==> src/clle_pkg.sv <==
// Package with request codes and shared types of the cursor linked-list engine.
`timescale 1ns / 1ps
package clle_pkg;
  localparam int ReqBits = 3;
  localparam logic [ReqBits-1:0] ReqInsert  = 3'd0;
  localparam logic [ReqBits-1:0] ReqRemove  = 3'd1;
  localparam logic [ReqBits-1:0] ReqRewind  = 3'd2;
  localparam logic [ReqBits-1:0] ReqAdvance = 3'd3;
  localparam logic [ReqBits-1:0] ReqRead    = 3'd4;
  localparam int InValueBits = 32;
  localparam int OutValueBits = 32;
  localparam int SizeBits = 7;
endpackage

==> src/cursor_linked_list_engine_core.sv <==
// Top level of the cursor linked-list engine with a sequenced link memory.
//   channel | valid        | stall        | payload
//   request | req_valid_i  | req_stall_o  | req_type_i, item_value_i
//   result  | res_valid_o  | res_stall_i  | value_out_o, at_end_o, ok_o, empty_res_o,
//           |              |              | full_res_o, size_o
// A request holds the engine from its accepting cycle until its result is taken.
// The sequence is set by one access per link memory per cycle.
// Cursor moves, read and refused requests pass RdA, Fin, FinV and Out; insert adds WrA, WrB;
// remove adds RmP, RmN, RmL, MvN, and MvV, MvP when a slot is moved (MvV again on a refresh).
// Reset clears head, tail, cursor, count and control; the slot memories hold no reset.
// While a result waits under stall no new request is taken.
`timescale 1ns / 1ps
module cursor_linked_list_engine_core
  import clle_pkg::*;
#(
  parameter int CAPACITY = 64,
  parameter int VALUE_BITS = 32
) (
  input  logic                    clk_i,
  input  logic                    rst_ni,
  input  logic                    req_valid_i,
  output logic                    req_stall_o,
  input  logic [ReqBits-1:0]      req_type_i,
  input  logic [InValueBits-1:0]  item_value_i,
  output logic                    res_valid_o,
  input  logic                    res_stall_i,
  output logic [OutValueBits-1:0] value_out_o,
  output logic                    at_end_o,
  output logic                    ok_o,
  output logic                    empty_res_o,
  output logic                    full_res_o,
  output logic [SizeBits-1:0]     size_o
);
  localparam int IW = $clog2(CAPACITY);
  localparam int LW = IW + 1;
  localparam logic [LW-1:0] Nil = LW'(CAPACITY);

  typedef enum logic [12:0] {
    StIdle  = 13'b0000000000001,
    StRdA   = 13'b0000000000010,
    StWrA   = 13'b0000000000100,
    StWrB   = 13'b0000000001000,
    StRmP   = 13'b0000000010000,
    StRmN   = 13'b0000000100000,
    StRmL   = 13'b0000001000000,
    StMvV   = 13'b0000010000000,
    StMvP   = 13'b0000100000000,
    StMvN   = 13'b0001000000000,
    StFin   = 13'b0010000000000,
    StFinV  = 13'b0100000000000,
    StOut   = 13'b1000000000000
  } state_e;

  logic [LW-1:0] nxt_m [CAPACITY];
  logic [LW-1:0] prv_m [CAPACITY];
  logic [VALUE_BITS-1:0] val_m [CAPACITY];

  state_e st_q;
  logic [LW-1:0] head_q, tail_q, cur_q, cnt_q;
  logic [ReqBits-1:0] req_q;
  logic [VALUE_BITS-1:0] ival_q, rval_q;
  logic [LW-1:0] d_q, p_q, n_q, lp_q, ln_q;
  logic ok_q;

  logic [LW-1:0] last;
  assign last = cnt_q - LW'(1);

  assign req_stall_o = (st_q != StIdle);
  assign res_valid_o = (st_q == StOut);
  assign at_end_o = (cur_q == Nil);
  assign value_out_o = at_end_o ? '0 : OutValueBits'(rval_q);
  assign ok_o = ok_q;
  assign empty_res_o = (cnt_q == '0);
  assign full_res_o = (cnt_q == Nil);
  assign size_o = SizeBits'(cnt_q);

  // Memory writes and reads, one slot per cycle in each array.
  always_ff @(posedge clk_i) begin
    unique case (st_q)
      StWrA: begin
        if (req_q == ReqInsert) begin
          val_m[cnt_q[IW-1:0]] <= ival_q;
          nxt_m[cnt_q[IW-1:0]] <= (cur_q == Nil) ? Nil : cur_q;
          prv_m[cnt_q[IW-1:0]] <= p_q;
        end
      end
      StWrB: begin
        if (p_q != Nil) nxt_m[p_q[IW-1:0]] <= cnt_q;
        if (cur_q != Nil) prv_m[cur_q[IW-1:0]] <= cnt_q;
      end
      StRmL: begin
        if (p_q != Nil) nxt_m[p_q[IW-1:0]] <= n_q;
        if (n_q != Nil) prv_m[n_q[IW-1:0]] <= p_q;
      end
      StMvV: begin
        val_m[d_q[IW-1:0]] <= rval_q;
        prv_m[d_q[IW-1:0]] <= lp_q;
        nxt_m[d_q[IW-1:0]] <= ln_q;
      end
      StMvP: begin
        if (lp_q != Nil) nxt_m[lp_q[IW-1:0]] <= d_q;
        if (ln_q != Nil) prv_m[ln_q[IW-1:0]] <= d_q;
      end
      default: ;
    endcase
    if (st_q == StRmL) rval_q <= val_m[last[IW-1:0]];
    else if (st_q == StFinV && cur_q != Nil) rval_q <= val_m[cur_q[IW-1:0]];
  end

  always_ff @(posedge clk_i or negedge rst_ni) begin
    if (!rst_ni) begin
      st_q <= StIdle;
      head_q <= Nil;
      tail_q <= Nil;
      cur_q <= Nil;
      cnt_q <= '0;
      ok_q <= 1'b0;
      req_q <= '0;
      ival_q <= '0;
      d_q <= '0;
      p_q <= '0;
      n_q <= '0;
      lp_q <= '0;
      ln_q <= '0;
    end else begin
      unique case (st_q)
        StIdle: begin
          if (req_valid_i) begin
            req_q <= req_type_i;
            ival_q <= VALUE_BITS'(item_value_i);
            ok_q <= 1'b0;
            st_q <= StRdA;
          end
        end
        StRdA: begin
          st_q <= StFin;
          if (req_q == ReqInsert) begin
            if (cnt_q != Nil) begin
              p_q <= (cur_q == Nil) ? tail_q : prv_m[cur_q[IW-1:0]];
              st_q <= StWrA;
            end
          end else if (req_q == ReqRemove) begin
            if (cnt_q != '0) begin
              d_q <= (cur_q == Nil) ? tail_q : cur_q;
              st_q <= StRmP;
            end
          end else if (req_q == ReqRewind) begin
            cur_q <= head_q;
            ok_q <= (head_q != Nil);
          end else if (req_q == ReqAdvance) begin
            if (cur_q != Nil) cur_q <= nxt_m[cur_q[IW-1:0]];
          end else if (req_q == ReqRead) begin
            ok_q <= (cur_q != Nil);
          end
        end
        StWrA: st_q <= StWrB;
        StWrB: begin
          if (p_q == Nil) head_q <= cnt_q;
          if (cur_q == Nil) tail_q <= cnt_q;
          cnt_q <= cnt_q + LW'(1);
          ok_q <= 1'b1;
          st_q <= StFin;
        end
        StRmP: begin
          p_q <= prv_m[d_q[IW-1:0]];
          n_q <= nxt_m[d_q[IW-1:0]];
          st_q <= StRmN;
        end
        StRmN: begin
          if (p_q == Nil) head_q <= n_q;
          if (n_q == Nil) tail_q <= p_q;
          cur_q <= (n_q != Nil) ? n_q : p_q;
          st_q <= StRmL;
        end
        StRmL: begin
          lp_q <= prv_m[last[IW-1:0]];
          ln_q <= nxt_m[last[IW-1:0]];
          if (d_q != last) st_q <= StMvV;
          else st_q <= StMvN;
        end
        StMvV: begin
          // Link fields of the moved entry may be refreshed by the unlink.
          if (lp_q == d_q) lp_q <= p_q;
          if (ln_q == d_q) ln_q <= n_q;
          st_q <= StMvP;
          if (lp_q == d_q || ln_q == d_q) st_q <= StMvV;
        end
        StMvP: begin
          if (lp_q == Nil) head_q <= d_q;
          if (ln_q == Nil) tail_q <= d_q;
          if (cur_q == last) cur_q <= d_q;
          st_q <= StMvN;
        end
        StMvN: begin
          cnt_q <= last;
          ok_q <= 1'b1;
          st_q <= StFin;
        end
        StFin: begin
          if (req_q == ReqAdvance) ok_q <= (cur_q != Nil);
          st_q <= StFinV;
        end
        StFinV: st_q <= StOut;
        StOut: if (!res_stall_i) st_q <= StIdle;
        default: st_q <= StIdle;
      endcase
    end
  end
endmodule
==> config.mk <==
export PLATFORM = sky130hd
export DESIGN_NAME = cursor_linked_list_engine_core
export DESIGN_NICKNAME = d
export VERILOG_FILES = /design/src/clle_pkg.sv /design/src/cursor_linked_list_engine_core.sv
export SDC_FILE = /design/constraint.sdc
export NUM_CORES = 2
export LEC_CHECK = 0
export BUFFER_PORTS_ARGS = -buffer_cell sky130_fd_sc_hd__buf_2
export CELL_PAD_IN_SITES_DETAIL_PLACEMENT = 1
export CELL_PAD_IN_SITES_GLOBAL_PLACEMENT = 1
export CORE_MARGIN = 2
export CORE_UTILIZATION = 45
export CTS_CLUSTER_SIZE = 24
export DETAILED_ROUTE_END_ITERATION = 16
export GPL_TIMING_DRIVEN = 0
export PLACE_DENSITY_LB_ADDON = 0.1
export SYNTH_ARGS = -nofsm -noshare
export SYNTH_HDL_FRONTEND = slang
export SYNTH_SLANG_ARGS = --single-unit
==> constraint.sdc <==
create_clock -name clk_i -period 6.5 [get_ports clk_i]
set_input_delay 0.325 -clock clk_i [delete_from_list [all_inputs] [get_ports clk_i]]
set_output_delay 0.325 -clock clk_i [all_outputs]
set_load 0.005 [all_outputs]
Yosys cells after proc, flatten, opt, wreduce, memory -nomap -nowiden
Memories as Yosys holds them, arrays and structs flattened. A register that Yosys moved wholly into a read port is not among the register bits.
Cells that the tools add are included.
{"block": "word_totals", "in_bits": 39, "mem_count": 3, "regBits": 137, "word_cells": 201, "out_inout_bits": 45, "ramBits": 2944}
{"block": "op_classes", "n_reduce_logical": 32, "bitwise_logic": 2, "eq_ne": 55, "mux": 94, "add_sub_neg": 2}
{"memory": "val_m", "depth": 64, "word_bits": 32, "read_ports": 2, "rd_clocked_by_memory_dff": 0, "wr": 1, "line": "cursor_linked_list_engine_core.sv:56", "source": "logic [VALUE_BITS-1:0] val_m [CAPACITY];"}
{"memory": "nxt_m", "depth": 64, "word_bits": 7, "read_ports": 3, "rd_clocked_by_memory_dff": 1, "wr": 1, "line": "cursor_linked_list_engine_core.sv:54", "source": "logic [LW-1:0] nxt_m [CAPACITY];"}
{"memory": "prv_m", "depth": 64, "word_bits": 7, "read_ports": 3, "rd_clocked_by_memory_dff": 0, "wr": 1, "line": "cursor_linked_list_engine_core.sv:55", "source": "logic [LW-1:0] prv_m [CAPACITY];"}
{"op": "$mux W7", "count": 28}
{"op": "$pmux W13 S12", "count": 1}
{"op": "$mux W32", "count": 4}
{"op": "$pmux W7 S3", "count": 3}
{"op": "$pmux W7 S2", "count": 4}
{"op": "$ne A7 B7 Y1 const B", "count": 7}
{"op": "$reduce_or A7 Y1", "count": 7}
{"op": "$mux W6", "count": 8}
{"op": "$eq A7 B7 Y1 const B", "count": 6}
{"op": "$mux W13", "count": 3}
{"op": "$mux W1", "count": 37}
{"op": "$mux W11", "count": 3}
{"op": "$ne A2 B2 Y1 const B", "count": 16}
{"op": "$reduce_or A32 Y1", "count": 1}
{"op": "$eq A7 B7 Y1", "count": 3}
{"op": "$eq A13 B1 Y1 const B", "count": 1}
{"op": "$eq A13 B10 Y1 const B", "count": 1}
{"op": "$eq A13 B11 Y1 const B", "count": 1}
{"op": "$eq A13 B12 Y1 const B", "count": 1}
{"op": "$eq A13 B13 Y1 const B", "count": 1}
{"op": "$eq A13 B2 Y1 const B", "count": 1}
{"op": "$eq A13 B3 Y1 const B", "count": 1}
{"op": "$eq A13 B4 Y1 const B", "count": 1}
{"op": "$eq A13 B5 Y1 const B", "count": 1}
{"op": "other kinds (32)", "count": 45}

Depth between registers and ports, before layout
{"block": "depth", "word_depth": 9, "ltp_mapped": 17, "ltp_nobuf": 9}

Worst setup path before layout
No wires, ideal clock.
{"block": "synth_timing", "path_kind": "register -> register", "from": "reg st_q[2]", "to": "mem prv_m[0][3] in the netlist's numbering, data pin", "setup_slack_ns": 1.366, "path_stages_with_launch": 8, "t_required_ns": 5.798, "n_path_buf": 3, "arrival_ns": 4.433, "setup_time_ns": 0.702, "period_less_slack_ns": 5.134, "cell_sequence": "dfrtp_1 nor3_1 and4_1 buf_2 buf_2 buf_1 a21oi_1 o21ai_0"}
{"block": "synth_between", "elab_chain_len": 8, "elab_cells_between_ends": 20, "cone_classes": "eq/ne (4); mux (12); reduce/logical (4)"}
{"item": "start, declared", "line": "cursor_linked_list_engine_core.sv:58", "source": "state_e st_q;"}
{"item": "start signal, assigned", "line": "cursor_linked_list_engine_core.sv:112", "source": "st_q <= StIdle;"}
{"item": "start signal, assigned", "line": "cursor_linked_list_engine_core.sv:132", "source": "st_q <= StRdA;"}
{"item": "start signal, assigned", "line": "cursor_linked_list_engine_core.sv:136", "source": "st_q <= StFin;"}
{"item": "$eq A13 B4 Y1", "line": "cursor_linked_list_engine_core.sv:79", "source": "unique case (st_q)"}
{"item": "$mux W1", "line": "cursor_linked_list_engine_core.sv:79"}
{"item": "$mux W1 (implied by the code)", "line": "cursor_linked_list_engine_core.sv:89", "source": "if (cur_q != Nil) prv_m[cur_q[IW-1:0]] <= cnt_q;"}
{"item": "$reduce_or A7 Y1 (no line)"}
{"item": "$mux W7 (no line) (3 in series)"}
{"item": "$mux W7 (no line) (*)"}
{"item": "end, declared", "line": "cursor_linked_list_engine_core.sv:55"}
Mark *: on every way between the ends. The rest lies on a longest branch, timed or not.

Final worst setup path
{"block": "layout_timing", "from": "reg cur_q[1]", "to": "reg cur_q[0]"}
{"block": "layout_between", "elab_chain_len": 7, "elab_cells_between_ends": 12, "cone_classes": "eq/ne (4); mux (6); reduce/logical (1); memory (1)"}
{"item": "start, declared", "line": "cursor_linked_list_engine_core.sv:59", "source": "logic [LW-1:0] head_q, tail_q, cur_q, cnt_q;"}
{"item": "start signal, assigned", "line": "cursor_linked_list_engine_core.sv:115", "source": "cur_q <= Nil;"}
{"item": "start signal, assigned", "line": "cursor_linked_list_engine_core.sv:148", "source": "cur_q <= head_q;"}
{"item": "start signal, assigned", "line": "cursor_linked_list_engine_core.sv:151", "source": "if (cur_q != Nil) cur_q <= nxt_m[cur_q[IW-1:0]];"}
{"item": "$mem_v2 Z64 W7"}
{"item": "$mux W7", "line": "cursor_linked_list_engine_core.sv:151"}
{"item": "$mux W7", "line": "cursor_linked_list_engine_core.sv:150", "source": "end else if (req_q == ReqAdvance) begin"}
{"item": "$mux W7", "line": "cursor_linked_list_engine_core.sv:147", "source": "end else if (req_q == ReqRewind) begin"}
{"item": "$mux W7", "line": "cursor_linked_list_engine_core.sv:142", "source": "end else if (req_q == ReqRemove) begin"}
{"item": "$mux W7", "line": "cursor_linked_list_engine_core.sv:137", "source": "if (req_q == ReqInsert) begin"}
{"item": "$pmux W7 S3", "line": "cursor_linked_list_engine_core.sv:126", "source": "unique case (st_q)"}
Parallel ways exist; a longest one is shown, timed or not. The select of a mux whose other input is x is not followed.
A chain may end at the register's enable or synchronous reset.

==> metrics.json <==
{
  "crit_path_top_delay_cell": "clkbuf_1",
  "setup_cp_type": "reg2reg",
  "routed_wirelength_um": 787000,
  "leakage_nw": 54.7,
  "place_worst_setup_slack_ns": -2.23,
  "root_buffer": "clkbuf_16",
  "count_of_fill_cells_added_during_filler_insertion": 30100,
  "r2r_slack_ns": -0.52,
  "layout_min_cycle_time_ns": 7.02,
  "maxSlewHeadroom": -0.106,
  "cts_max_path_buffers": 4,
  "syn2layout_area_growth_pct": 15.5,
  "drcViolationCount": 0,
  "multiInputGateArea_um2": 56800,
  "critPathTopFamily": "buffers and inverters",
  "timing.final.setup_violations": 487,
  "ios": 84,
  "regToRegEndpoint": "cur_q[0]",
  "dieHeight_um": 583,
  "critPathMostFrequentCell": "buf_2",
  "drive_gt1_frac": 0.349,
  "power_per_standard_cell_area_nw_per_um2": 436,
  "h-tree-depth": 5,
  "die_area_um2": 340000,
  "utilization": 0.523,
  "grt_start_max_net_pins": 65,
  "timing.final.crit_share": 1.08,
  "cts_tree": "yes",
  "top_cells_by_area_in_the_synthesized_netlist": "edfxtp_1 59%, mux4_2 26%, nand2_1 1.9%, dfrtp_1 1.8%, mux2i_1 1.3%",
  "instances_no_fill": 13800,
  "postSynthRegisterBits": 3088,
  "tightest_slew_ns": 1.66,
  "grt_first_pass_wirelength_um": 1020000,
  "asyncSetResetFlopFracSynth": 0.0363,
  "timing.rr.start": "cur_q[1]",
  "synth_top_cell_area_share": 0.592,
  "placementRows": 212,
  "ir_worst_vdd_v": 0.000248,
  "yosys_warnings": 0,
  "cp_data_required_time_ns": 7.29,
  "sequential_cell_area_um2": 92200,
  "violations_in_the_final_reports": "capacitance limit, slew limit, setup timing",
  "cts_made_buffers": 353,
  "buffer_ports.inserted": 83,
  "critical_path.cell_chain": "buf_2 > buf_2 > buf_2 > and2_1 > clkbuf_1 > buf_1 > a22oi_1 > o211ai_1 > nand4_1 > a211oi_2 > o221ai_1",
  "synth_top_flop_cell": "edfxtp_1",
  "postSynthCellCount": 8347,
  "synth_area_leader_cell": "edfxtp_1",
  "cts.clk_slew.worst_paths_ns": 0.06,
  "detail_route.iter0.violations": 18300,
  "critical_path_arrival_ns": 7.81,
  "run_status": "finished, violations left",
  "antenna_left": 0,
  "core_region_area_um2": 334000,
  "cap_violations": 18,
  "routed_wire_length_per_instance_um": 57.0,
  "crit_path_max_fanout": 10,
  "worst_setup_path_start_kind": "flop",
  "synth.distinct_cells": 91,
  "clk-insertion-delay-late_ns": 1.02,
  "worstPathBufferInverterCount": 5,
  "syn_std_cell_area_um2": 151000,
  "grt_remaining_overflow": 0,
  "worst-r2r-cell-count": 11,
  "layout.nets": 9086,
  "antenna_found_initial": 87,
  "finalHoldViolations": 0,
  "achievable-frequency_ghz": 0.143,
  "layout_setup_ws_ns": -0.517,
  "via_count_of_the_first_global_routing_pass": 102000,
  "fin_tns_setup_ns": -58.12,
  "synth_seq_area_share": 0.610,
  "clkSinkCount": 3088,
  "dr_total_vias": 106000,
  "max_stage_delay_ns": 1.09,
  "floorplan.initialDensity": 0.453,
  "mappedNetlistNets": 8389,
  "crit_path_end_kind": "flop",
  "dpl.hpwl_um": 571000,
  "grt.total_usage": 0.461,
  "finalMaxSlewViolations": 161,
  "number_of_synthesized_flops_with_an_enable_pin": 2976,
  "vias_per_cell": 7.69,
  "gpl.final_weighted_congestion": 1.08,
  "dr.pass1.iters": 8,
  "unrepaired_setup_endpoints_after_global_routing": "yes",
  "clock_skew_ns": 0.0539,
  "hold_path_class": "in2async",
  "final.hold.worst_slack_ns": 0.0521,
  "die_width_um": 583,
  "synthesis.area_per_instance_um2": 18.1,
  "post-place-cells": 13000
}
power by group:
part / internal (W) / switching (W)
Combinational: 0.00884 / 0.0219
Clock: 0.0116 / 0.00874
Sequential: 0.0246 / 0.000330
worst max path at each step:
stage             start            to  slack (ns)  depth (start not counted)
2_1_floorplan   st_q[2]   prv_m[0][3]        1.37                          7
3_3_place_gp   cur_q[3]  prv_m[24][3]       -5.26                          9
3_5_place_dp   cur_q[3]    rval_q[25]       -2.23                         10
4_1_cts        cur_q[3]     rval_q[5]     -0.0009                          9
5_1_grt        cur_q[0]      cur_q[2]       -0.02                         11
6_report       cur_q[1]      cur_q[0]       -0.52                         11
what timing repair did:
item	CTS	global route
pin swaps	12	7
hold buffers	39	0
gates resized for setup	151	13
cloned	0	0
buffers inserted	42	18
endpoints found under the hold margin	148	0
endpoints found under the setup margin	1642	168
cell usage after synthesis (all sizes together), types with 22 or more instances:
cell,n
a211oi,38
dfrtp,108
a31oi,39
and2,42
mux4,1757
a22oi,265
xnor2,26
o211ai,37
clkbuf,313
mux2i,201
a21oi,198
a22o,44
nand4,22
nor2,281
nand2,753
o22ai,120
nor4,48
o21ai,127
edfxtp,2976
buf,384
a221oi,57
nor3,85
or3,29
nand3,186
final cells by class:
type	instances	share of cell area
repair buffers	346	0.0276
inverters	21	0.000509
multi-input cells	4541	0.326
plain buffers	693	0.0195
clock buffers	430	0.0533
well taps	4387	0.0315
flip-flops and latches	3088	0.529
diodes	85	0.00122
clock inverters	212	0.0121
stage by stage:
stage	area [um2]	power [W]
floorplan	151000	0.0389
CTS	174000	0.0746
global route	174000	0.0763
finish	174000	0.0761
detailed placement	161000	0.0544
global placement	157000	0.0535
cell usage in the layout (no fill, tap or decap), types with 27 or more instances in the layout:
| master | Yosys | routed |
|---|---|---|
| o21ai_0 | 119 | 104 |
| bufinv_16 | 0 | 36 |
| nor2_1 | 273 | 202 |
| clkbuf_1 | 311 | 249 |
| a22oi_1 | 265 | 265 |
| a31oi_1 | 39 | 38 |
| nand2_1 | 749 | 710 |
| or3_1 | 28 | 28 |
| dlygate4sd3_1 | 0 | 39 |
| a221oi_1 | 57 | 57 |
| clkbuf_16 | 0 | 358 |
| mux4_2 | 1757 | 1757 |
| a211oi_1 | 38 | 34 |
| nor4_1 | 43 | 40 |
| buf_4 | 15 | 77 |
| clkinv_2 | 1 | 73 |
| buf_2 | 259 | 367 |
| nand3_1 | 179 | 176 |
| mux2i_1 | 201 | 201 |
| dfrtp_1 | 108 | 107 |
| nor2_4 | 1 | 67 |
| nor3_1 | 81 | 68 |
| buf_16 | 0 | 27 |
| a21oi_1 | 197 | 189 |
| and2_1 | 41 | 41 |
| nand2_2 | 4 | 35 |
| clkinv_1 | 1 | 71 |
| o211ai_1 | 37 | 37 |
| clkbuf_2 | 2 | 104 |
| buf_12 | 0 | 140 |
| edfxtp_1 | 2976 | 2976 |
| a22o_1 | 44 | 44 |
| o22ai_1 | 119 | 105 |
| buf_1 | 101 | 56 |
| diode_2 | 0 | 85 |
routing by layer:
metal	wire [um]	GRT usage	up-vias
met1	258000	0.545	57000
met5	293	0	-
met4	85300	0.409	40
met3	98000	0.153	2558
met2	345000	0.673	9395
li1	-	-	37200
sequential cells by signal, summed over array words and instances, names as in the netlist, 13 cells and up:
name	count
ival_q	32
nxt_m	448
prv_m	448
rval_q	32
st_q	13
val_m	2048
logic make-up (layout without fill, tap and decap cells):
kind of cell	after synthesis	count (layout)	synth area share
mux	1959	1959	0.275
xor+xnor	42	42	0.00244
flops	3088	3088	0.610
buf+inv	718	1702	0.0208
other cells	0	85	0
compound gates	1017	1017	0.0456
simple gates	1520	1520	0.0451
fa+ha+maj	3	3	0.000249
Note: power is estimated with default switching activity, not from simulation.
